<file path="src/hw/rtl/bpse_ram.sv">
module bpse_ram #(
    parameter int WIDTH = 32,
    parameter int DEPTH = 64
) (
    input  logic                     i_clk,
    input  logic                     i_we,
    input  logic [$clog2(DEPTH)-1:0] i_waddr,
    input  logic [WIDTH-1:0]         i_wdata,
    input  logic [$clog2(DEPTH)-1:0] i_raddr,
    output logic [WIDTH-1:0]         o_rdata
);

    logic [WIDTH-1:0] r_mem [0:DEPTH-1];
    logic [WIDTH-1:0] r_rdata;

    always_ff @(posedge i_clk) begin
        if (i_we) begin
            r_mem[i_waddr] <= i_wdata;
        end
        r_rdata <= r_mem[i_raddr];
    end

    assign o_rdata = r_rdata;

endmodule

</file>
<file path="config.mk">
export PLATFORM = sky130hd
export DESIGN_NAME = bpse_ram
export DESIGN_NICKNAME = d
export VERILOG_FILES = /design/src/hw/rtl/bpse_ram.sv
export SDC_FILE = /design/constraint.sdc
export NUM_CORES = 2
export LEC_CHECK = 0
export BUFFER_PORTS_ARGS = -buffer_cell sky130_fd_sc_hd__buf_4
export CAP_MARGIN = 15
export CORE_UTILIZATION = 54
export DETAILED_ROUTE_END_ITERATION = 12
export MAX_ROUTING_LAYER = met4
export PLACE_DENSITY = 0.71
export SLEW_MARGIN = 15
export SYNTH_ARGS = -nofsm -noshare
export SYNTH_HDL_FRONTEND = slang
export SYNTH_SLANG_ARGS = --single-unit
export TNS_END_PERCENT = 10
</file>
<file path="constraint.sdc">
create_clock -name i_clk -period 7.9 [get_ports i_clk]
set_input_delay 0 -clock i_clk [delete_from_list [all_inputs] [get_ports i_clk]]
set_output_delay 0 -clock i_clk [all_outputs]
set_load 0.03 [all_outputs]
</file>
==> impl_metrics.py <==
metrics = {
    "status": {
        "outcome": "complete, but fails checks",
        "violations": "design-rule violations",
    },
    "timing": {
        "worst_pin_slew_ns": 1.23,
        "finalSetupViolCount": 0,
        "fmaxAchievable_ghz": 0.300,
        "clock_skew_ns": 0.0309,
        "whs_ns": 0.171,
        "finalMaxSlewViolations": 0,
        "grt_setup_unrepaired": "no",
        "slew_headroom_pct": 18.1,
        "fin_crit_sh_pct": 42.2,
        "setup-tns-final_ns": 0,
        "fin_crit_ns": 3.34,
        "hold_viol_final": 0,
        "setup_ws_ns": 4.56,
    },
    "synth": {
        "synthMuxAreaShare_pct": 16.8,
        "syn_inst": 3324,
        "synth_edf_count": 2048,
        "yosysTopAreaCellShare_pct": 78.3,
        "yosys-top-cells-count": "2,048 x edfxtp_1, 544 x mux4_2, 137 x nor2_1, 93 x mux2i_1, 84 x o22ai_1",
        "postSynthAreaPerCell_um2": 23.6,
        "synth_area_mm2": 0.0785,
        "yosysSeqAreaShare_pct": 79.1,
        "synth_area_leader_cell": "edfxtp_1",
        "synth.most_common_cell": "edfxtp_1",
        "ys_ff_latch": 2080,
        "synth_top_family_by_area": "multiplexers",
        "postSynth.asyncResetShare_pct": 0,
        "synth-xor-area-share_pct": 0,
        "synthAdderAreaFrac_pct": 0,
        "synthSimpleGateAreaFrac_pct": 1.27,
        "ys_types": 34,
        "synth_ff_type": "edfxtp_1",
        "syn_nets": 3370,
        "synth_compound_area_share_pct": 1.67,
        "synth_warnings": 0,
        "netlist_top_cells_area": "edfxtp_1 78%, mux4_2 16%, mux2i_1 1.2%",
    },
    "finish": {
        "design_area_mm2": 0.0886,
        "fin_util_pct": 61.5,
        "fin_nets": 3594,
        "fill_cells": 9574,
        "area_growth_pct": 12.8,
        "layout.cells.non_filler": 5614,
        "drive_gt1_share_pct": 28.6,
    },
    "routing": {
        "routed_wl_mm": 192,
        "firstDrtPassIters": 9,
        "ant_nets": 0,
        "drc": 10,
        "via_count": 37500,
        "wl_per_cell_um": 34.2,
        "vias_per_cell": 6.67,
        "drt_iter0_drc": 5010,
    },
    "clocking": {
        "cts_tree": "built",
        "cts_inserted_buffers": 192,
        "clock_tree.root_cell": "clkbuf_16",
        "numClockSinks": 2080,
        "insertion_delay_ns": 0.84,
        "htree_num_levels": 4,
        "ctsResizeCount": 0,
        "clkTransAtPathRegs_ns": 0.06,
        "clockBufferDepth": 3,
    },
    "die": {
        "die_h_um": 383,
        "initial_core_util_pct": 54.5,
        "die_w_um": 383,
        "io_pins": 78,
        "core_mm2": 0.144,
        "die_area_mm2": 0.147,
        "std_cell_rows": 139,
    },
    "power": {
        "power_mw": 22.6,
        "p_leak_nw": 27.5,
        "peakVddDrop_v": 0.000197,
        "powerDensity_mw_per_mm2": 255,
    },
    "global_routing": {
        "grt_pass1_wl_mm": 272,
        "grt_use_met2_pct": 41.6,
        "grt_usage_pct": 27.4,
        "grt_start_max_net_pins": 110,
        "grt_remaining_overflow": 0,
        "grt-busiest-layer": "met2",
        "grt_pass1_vias": 37000,
        "use_met3_pct": 4.40,
        "grtUsageMet1_pct": 38.5,
        "antenna_found_initial": 8,
    },
    "worst_hold_path": {
        "min_path_type": "in2reg",
    },
    "placement": {
        "gp_congestion": 0.813,
        "dp_hpwl_mm": 101,
        "port_buffers": 77,
        "dpl_cell_area_mm2": 0.0819,
        "place_ws_ns": 4.39,
        "dp_cells": 5216,
    },
    "critical_path": {
        "worstPathMaxFanout": 90,
        "end_kind": "register",
        "crit_type": "in2reg",
        "start_kind": "input pin",
        "required_ns": 8.61,
        "arrival_ns": 4.05,
    },
    "job": {
        "drv_cap": 0,
    },
}
==> layout by cell type, fill, tap and decap left out, drive strengths merged, types with 12 or more instances in the layout <==
cell         instances
dlygate4sd3         41
nand2               26
mux4               544
mux2i               93
buf                171
clkinv              70
nor2b               15
clkbuf             252
nor2               137
a22oi               12
o221ai              27
bufinv              17
o22ai               84
edfxtp            2048
a21oi               62
dfxtp               32
==> final timing paths <==
| check | startpoint | to | slack (ns) | cells after the start |
|---|---|---|---|---|
| hold / removal | i_waddr[3] | r_mem[59][4] | 0.17 | 3 |
| hold reg to reg | r_mem[12][4] | o_rdata[4] | 0.72 | 4 |
| setup / recovery | i_raddr[2] | o_rdata[6] | 4.56 | 9 |
| setup reg to reg | r_mem[39][6] | o_rdata[6] | 5.31 | 6 |
==> registers in the layout, summed over array words and instances (netlist names) <==
register and flops:
o_rdata 32, r_mem 2048
==> report_power, final <==
group / internal, mW / switching, mW
Sequential: 12.2 / 0.0598
Clock: 5.22 / 3.97
Combinational: 0.425 / 0.701
==> layer usage <==
| metal | wire length (um) | up-vias |
|---|---|---|
| li1 | - | 14700 |
| met1 | 74800 | 20200 |
| met2 | 92700 | 2246 |
| met3 | 18200 | 353 |
| met4 | 6190 | 0 |
| met5 | 0 | - |
==> cells by family after synthesis <==
logic type / after synthesis
compound gates: 202
buf+inv: 182
flops: 2080
mux: 637
simple gates: 223
==> layout make-up <==
type,count,area (um2),share of cell area (%)
flip-flops and latches,2080,62100,70.2
clock buffers,252,5240,5.91
clock inverters,100,1010,1.14
repair buffers,212,1820,2.06
diodes,5,12.5,0.0141
well taps,1903,2380,2.69
multi-input cells,1062,16000,18.0
==> repair_timing <==
| action | CTS | global route |
|---|---|---|
| hold endpoints to repair | 2129 | 0 |
| setup buffers | 0 | 0 |
| hold buffers | 41 | 0 |
==> worst max-delay path: stages <==
cell,delay (ns)
dlygate4sd3_1,0.57
buf_8,0.48
buf_12,0.48
nand2_1,0.68
o22ai_1,0.35
nor2_1,0.07
a21oi_1,0.54
nor2_1,0.07
dlygate4sd3_1,0.57
Power figures use the tool's default switching activity.
